## config.mk

```make
export PLATFORM = sky130hd
export DESIGN_NAME = igbh_div
export DESIGN_NICKNAME = d
export VERILOG_FILES = /design/src/hw/rtl/igbh_pkg.sv /design/src/hw/rtl/igbh_div.sv
export SDC_FILE = /design/constraint.sdc
export NUM_CORES = 1
export LEC_CHECK = 0
export BUFFER_PORTS_ARGS = -buffer_cell sky130_fd_sc_hd__buf_4
export CAP_MARGIN = 20
export CORE_MARGIN = 2
export CORE_UTILIZATION = 57
export CTS_BUF_LIST = sky130_fd_sc_hd__clkbuf_2 sky130_fd_sc_hd__clkbuf_4 sky130_fd_sc_hd__clkbuf_8
export CTS_CLUSTER_DIAMETER = 60
export DETAILED_ROUTE_END_ITERATION = 12
export GPL_ROUTABILITY_DRIVEN = 1
export GPL_TIMING_DRIVEN = 0
export PLACE_DENSITY = 0.86
export SLEW_MARGIN = 40
export SYNTH_ARGS = -nofsm -noshare
export SYNTH_HDL_FRONTEND = slang
export SYNTH_SLANG_ARGS = --single-unit
```

## constraint.sdc

```tcl
create_clock -name clk -period 3.4 [get_ports clk]
set_input_delay 0.68 -clock clk [delete_from_list [all_inputs] [get_ports clk]]
set_output_delay 0.68 -clock clk [all_outputs]
set_load 0.01 [all_outputs]
```

## src/hw/rtl/igbh_pkg.sv

```systemverilog
// ----------------------------------------------------------------------------
// igbh_pkg
// Shared widths, register indexes, divider request types and saturation
// helpers for the gyro bias and heading block.
// ----------------------------------------------------------------------------
package igbh_pkg;

  localparam int GYRO_W  = 32;
  localparam int ACC_W   = 16;
  localparam int SCALE_W = 24;
  localparam int RATE_W  = 32;
  localparam int ANGLE_W = 48;
  localparam int CNT_W   = 16;
  localparam int PROD_W  = 58;
  localparam int DIV_W   = 58;
  localparam int AX_W    = 2;
  localparam int STILL_W = 5;
  localparam int IDX_W   = 2;

  localparam logic [IDX_W-1:0] REG_GYRO_GAIN  = 2'd0;
  localparam logic [IDX_W-1:0] REG_ACCEL_GAIN = 2'd1;
  localparam logic [IDX_W-1:0] REG_FRAME_DT   = 2'd2;

  localparam logic [SCALE_W-1:0] GYRO_GAIN_RST  = 24'd4000;
  localparam logic [SCALE_W-1:0] ACCEL_GAIN_RST = 24'd156700;
  localparam logic [SCALE_W-1:0] FRAME_DT_RST   = 24'd20140;

  localparam logic [STILL_W-1:0] STILL_MAX    = 5'd31;
  localparam logic [STILL_W-1:0] WEIGHT_LIMIT = 5'd20;

  localparam logic OP_FRAME = 1'b0;

  typedef struct packed {
    logic             start;
    logic [DIV_W-1:0] dividend;
    logic [CNT_W-1:0] divisor;
  } div_req_t;

  typedef struct packed {
    logic             done;
    logic [DIV_W-1:0] quotient;
  } div_rsp_t;

  function automatic logic signed [RATE_W-1:0] sat32(input logic signed [59:0] v);
    if (v > 60'sd2147483647) begin
      return 32'sh7FFFFFFF;
    end else if (v < -60'sd2147483648) begin
      return 32'sh80000000;
    end
    return v[RATE_W-1:0];
  endfunction

  function automatic logic signed [ANGLE_W-1:0] sat48(input logic signed [49:0] v);
    if (v > 50'sd140737488355327) begin
      return 48'sh7FFFFFFFFFFF;
    end else if (v < -50'sd140737488355328) begin
      return 48'sh800000000000;
    end
    return v[ANGLE_W-1:0];
  endfunction

endpackage

```

## src/hw/rtl/igbh_div.sv

```systemverilog
// ----------------------------------------------------------------------------
// igbh_div
// Bit-serial restoring divider on unsigned magnitudes, one quotient bit per
// cycle.
// ----------------------------------------------------------------------------
module igbh_div (
  input  logic              clk,
  input  logic              rst_n,
  input  igbh_pkg::div_req_t req,
  output igbh_pkg::div_rsp_t rsp
);
  import igbh_pkg::*;

  localparam int ITER_W = $clog2(DIV_W);
  localparam logic [ITER_W-1:0] LAST_ITER = ITER_W'(DIV_W - 1);

  logic              busy_r;
  logic              done_r;
  logic [ITER_W-1:0] iter_r;
  logic [DIV_W-1:0]  quo_r;
  logic [CNT_W-1:0]  rem_r;
  logic [CNT_W-1:0]  div_r;
  logic [CNT_W:0]    rem_sh;
  logic              ge;
  logic [CNT_W:0]    rem_sub;

  assign rem_sh  = {rem_r, quo_r[DIV_W-1]};
  assign ge      = rem_sh >= {1'b0, div_r};
  assign rem_sub = rem_sh - {1'b0, div_r};

  always_ff @(posedge clk) begin
    if (!rst_n) begin
      busy_r <= 1'b0;
      done_r <= 1'b0;
      iter_r <= '0;
    end else begin
      done_r <= 1'b0;
      if (req.start) begin
        busy_r <= 1'b1;
        iter_r <= '0;
      end else if (busy_r) begin
        iter_r <= iter_r + 1'b1;
        if (iter_r == LAST_ITER) begin
          busy_r <= 1'b0;
          done_r <= 1'b1;
        end
      end
    end
  end

  always_ff @(posedge clk) begin
    if (req.start) begin
      quo_r <= req.dividend;
      rem_r <= '0;
      div_r <= req.divisor;
    end else if (busy_r) begin
      quo_r <= {quo_r[DIV_W-2:0], ge};
      rem_r <= ge ? rem_sub[CNT_W-1:0] : rem_sh[CNT_W-1:0];
    end
  end

  assign rsp.done     = done_r;
  assign rsp.quotient = quo_r;

`ifndef SYNTHESIS
  a_start_idle: assert property (@(posedge clk) disable iff (!rst_n)
    req.start |-> !busy_r) else $error("divider restarted while busy");
  a_done_after_busy: assert property (@(posedge clk) disable iff (!rst_n)
    done_r |-> $past(busy_r)) else $error("divider done without work");
  a_divisor_nonzero: assert property (@(posedge clk) disable iff (!rst_n)
    req.start |-> req.divisor != '0) else $error("divide by zero");
`endif

endmodule

```

Word level (Yosys, flattened, before mapping)

Index checks and enable logic that the tools add are counted.

$add $sub $neg: 2
$lt $le $gt $ge: 1
Eq/ne operators: 1
Multiplexer cells: 7
Bitwise operators: 2
Reductions and logical operators: 3

Operators with widths:

| kind                  | count |
|---|---|
| $mux W58              | 2 |
| $ge A17 B16 Y1        | 1 |
| $mux W16              | 1 |
| $sub A16 B16 Y16      | 1 |
| $add A6 B1 Y6 const B | 1 |
| $eq A6 B6 Y1 const B  | 1 |
| $mux W1               | 4 |
| $reduce_or A3 Y1      | 1 |
| $not A1 Y1            | 2 |
| $reduce_bool A2 Y1    | 1 |
| $reduce_or A2 Y1      | 1 |

Register bits after elaboration: 98
Output and inout port bits: 59
Logic and storage cells: 22

Longest topological paths before layout

Depth after elaboration: 4
Depth in mapped cells: 10
Gate-level depth less buffers: 9

Least setup slack after synthesis

OpenSTA, ideal clock, no wires.

Kind: input-to-reg
Start point: in req[74] (netlist bit)
End point: reg quo_r[0], enable pin
Arrival: 2056 ps
Data required time: 3010 ps
Slack: 953 ps
Stages: 3
Path buffers: 2
Cells stage by stage: clkbuf_1 > clkbuf_1 > or2_2

Longest elaborated chain between the ends: 1

Ends and longest elaborated chain:

| what                         | line           | source |
|---|---|---|
| start: declaration           | igbh_div.sv:9  | `input igbh_pkg::div_req_t req,` |
| $reduce_bool A2 Y1 (no line) | --             |  |
| end signal: assignment       | igbh_div.sv:53 | `quo_r <= req.dividend;` |
| end signal: assignment       | igbh_div.sv:57 | `quo_r <= {quo_r[DIV_W-2:0], ge};` |
| end: declaration             | igbh_div.sv:20 | `logic [DIV_W-1:0] quo_r;` |

No other way between the ends.
A chain may end at the register's enable or synchronous reset.

Final worst setup path

Start point: in req[74] (netlist bit)
End point: reg quo_r[2], enable pin

The elaborated chain is that of the path after synthesis.

==> flow_summary.ini <==
[status]
status = complete, no violations

[finish]
postLayoutCellArea_mm2 = 0.00629
drive_gt1_share_pct = 40.0
syn_to_final_growth_pct = 26.8
fin_nets = 649
antenna_cells = 0
finish.utilization_pct = 73.2

[clock_tree]
cts-resized-gates = 0
cts_inserted_buffers = 9
cts_tree = yes
clkSinkCount = 98
clk_pin_slew_ns = 0.10
clock_latency_ns = 0.37
holdBufCountCts = 0
cts_buffer_depth = 2
cts_max_level = 3
cts-root-buf = clkbuf_8
post_cts_buffers = 0

[logic_synthesis]
synth_mux_area_share_pct = 14.6
ys_types = 52
synth_compound_area_share_pct = 9.68
synth_top_area_cell = edfxtp_1
avgSynthCellArea_um2 = 12.2
yosys.area_share.adder_pct = 4.94
seq_area_frac_synth_pct = 54.4
synthFlopType = edfxtp_1
synth_edf_count = 74
synth_top_family_by_area = multiplexers
synth_warnings = 0
netlist.area_leader.share_pct = 44.8
netlist_area_mm2 = 0.00496
synthTopCellsByCount = edfxtp_1 (74), mux2_2 (59), nor2_1 (28), dfxtp_1 (24), inv_1 (22)
netlist_instances = 407
synth_nets = 503
synth_seq_cells = 98
synth-async-reset-ratio_pct = 0
synth-simple-area-share_pct = 10.6
synth_most_common_cell = edfxtp_1
synth-xor-area-share_pct = 2.12
synthTopCellsByArea = edfxtp_1 (45%), mux2_2 (13%), dfxtp_1 (9.7%), ha_1 (4.5%), nor2_1 (2.1%)

[worst_hold_path]
hp-start = req[15]
hold_path.class = input port to flop
hold_depth = 1
holdPathEnd = div_r[15]

[die]
fp-row-count = 34
die-area_mm2 = 0.00947
initial_core_util_pct = 57.8
fp.dieW_um = 97.3
die_h_um = 97.3
fp.coreArea_mm2 = 0.00859
ioPinCount = 136

[critical_path]
cp-start-kind = input port
crit_fanout = 58
cp.required_ns = 3.40
crit_path_end_kind = flop
r2r_slack_ns = 0.78
reg2reg_to = quo_r[2]
criticalPathCategory = input port to flop
reg2reg_from = busy_r
rr_worst_depth = 3
arrival_ns = 2.74

[global_route]
grt_use_total_pct = 26.4
grt_pass1_wl_um = 19700
grt-ovfl-total = 0
grt_max_degree = 59
grt_pass1_vias = 3882
antenna_found_initial = 0

[flow_run]
cap_violations = 0

[timing]
drv_slew = 0
skew_ns = 0.0124
rsz0062_at_grt = false
min_period_over_period_pct = 80.8
tightest_slew_ns = 0.807
finalCriticalPeriod_ns = 2.75
fmax_ghz = 0.364
setup_viol = 0
slew_headroom_pct = 46.2
fin_ws_ns = 0.653
hold_viol = 0

[placed_design]
dp_hpwl_um = 8810
post-place-ws_ns = 0.287
port_buffers = 135
dpl_cell_area_mm2 = 0.00611
gp_congestion = 0.894

[power_and_ir_drop]
power_mw = 2.81
power_leakage_nw = 2.53
power.density_mw_per_mm2 = 447
ir_drop_mv = 0.305

[routing]
drt_iter0_drc = 308
via_count = 3795
first_pass_iters = 4
routedWlPerCell_um = 18.2
ant_nets = 0
drt_wl_total_um = 12100
via_per_inst = 5.70
drc = 0
## per-layer routing
metal | part of all wire, % | up-vias | routed length, um | track usage [%]
met1 | 40 | 1814 | 4860 | 32.6
met3 | 8.4 | 22 | 1030 | 8.20
met2 | 49 | 150 | 6000 | 44.1
li1 | - | 1809 | - | -
met5 | 0 | - | 0 | 0
met4 | 2.1 | 0 | 261 | 9.40
## layout by cell type (no fill, tap or decap), drive strengths merged, types with 2 or more instances in the layout
cell type    n
buf        144
edfxtp      74
mux2        59
nor2        28
dfxtp       24
inv         23
clkbuf      22
nand2       19
a21oi       18
ha          18
o21ai       16
a211oi      12
nand2b       9
nand3        8
xor2         7
mux2i        6
nand4        5
or3          5
xnor2        5
o211ai       4
a311oi       4
a31oi        4
and4         4
a21o         3
and2         3
or3b         3
nand3b       3
clkinvlp     3
and3         2
o21a         2
nor2b        2
o31ai        2
a31o         2
nor3         2
## through the flow
stage / hold WS, ns / cells / setup TNS, ns
after floorplan: 0.449 / 407 / 0
after global placement: 0.470 / 650 / -2.24
after detailed placement: 0.479 / 650 / 0
after CTS: 0.475 / 666 / 0
after global routing: 0.466 / 666 / 0
final: 0.479 / 666 / 0
## flip-flops by register name (all words and copies together) (netlist names)
signal and count:
done_r 1, busy_r 1, iter_r 6, quo_r 58, rem_r 16, div_r 16
## worst max-delay path by stage
stage	end	start	slack (ns)
after floorplan	quo_r[0]	req[74]	0.95
after global placement	quo_r[9]	req[74]	-0.04
after detailed placement	quo_r[8]	req[74]	0.29
after CTS	quo_r[3]	req[74]	0.66
after global routing	quo_r[3]	req[74]	0.51
final	quo_r[2]	req[74]	0.65
## worst max-delay path, stage by stage
cell and delay, ns:
buf_4 0.26, clkbuf_1 0.48, clkbuf_1 0.52, or2_4 0.74
## cell families after synthesis
logic type | after synthesis
xor+xnor | 12
flops | 98
fa+ha+maj | 19
compound gates | 72
buf+inv | 42
simple gates | 99
mux | 65
## power by group
part / internal [mW] / total, mW / leakage (nW) / switching [mW]
clock: 0.287 / 0.714 / 0.0843 / 0.427
sequential: 1.42 / 1.48 / 0.937 / 0.0622
combinational: 0.316 / 0.623 / 1.51 / 0.307
total: 2.02 / 2.81 / 2.53 / 0.796
## layout make-up
class	instances	area [um^2]
Fill cell	603	2300
Buffer	20	98.8
Clock buffer	11	139
Clock inverter	5	38.8
Tap cell	108	135
Timing Repair Buffer	135	1010
Sequential cell	98	2700
Inverter	22	82.6
Multi-Input combinational cell	267	2080
Power figures use the tool's default switching activity.
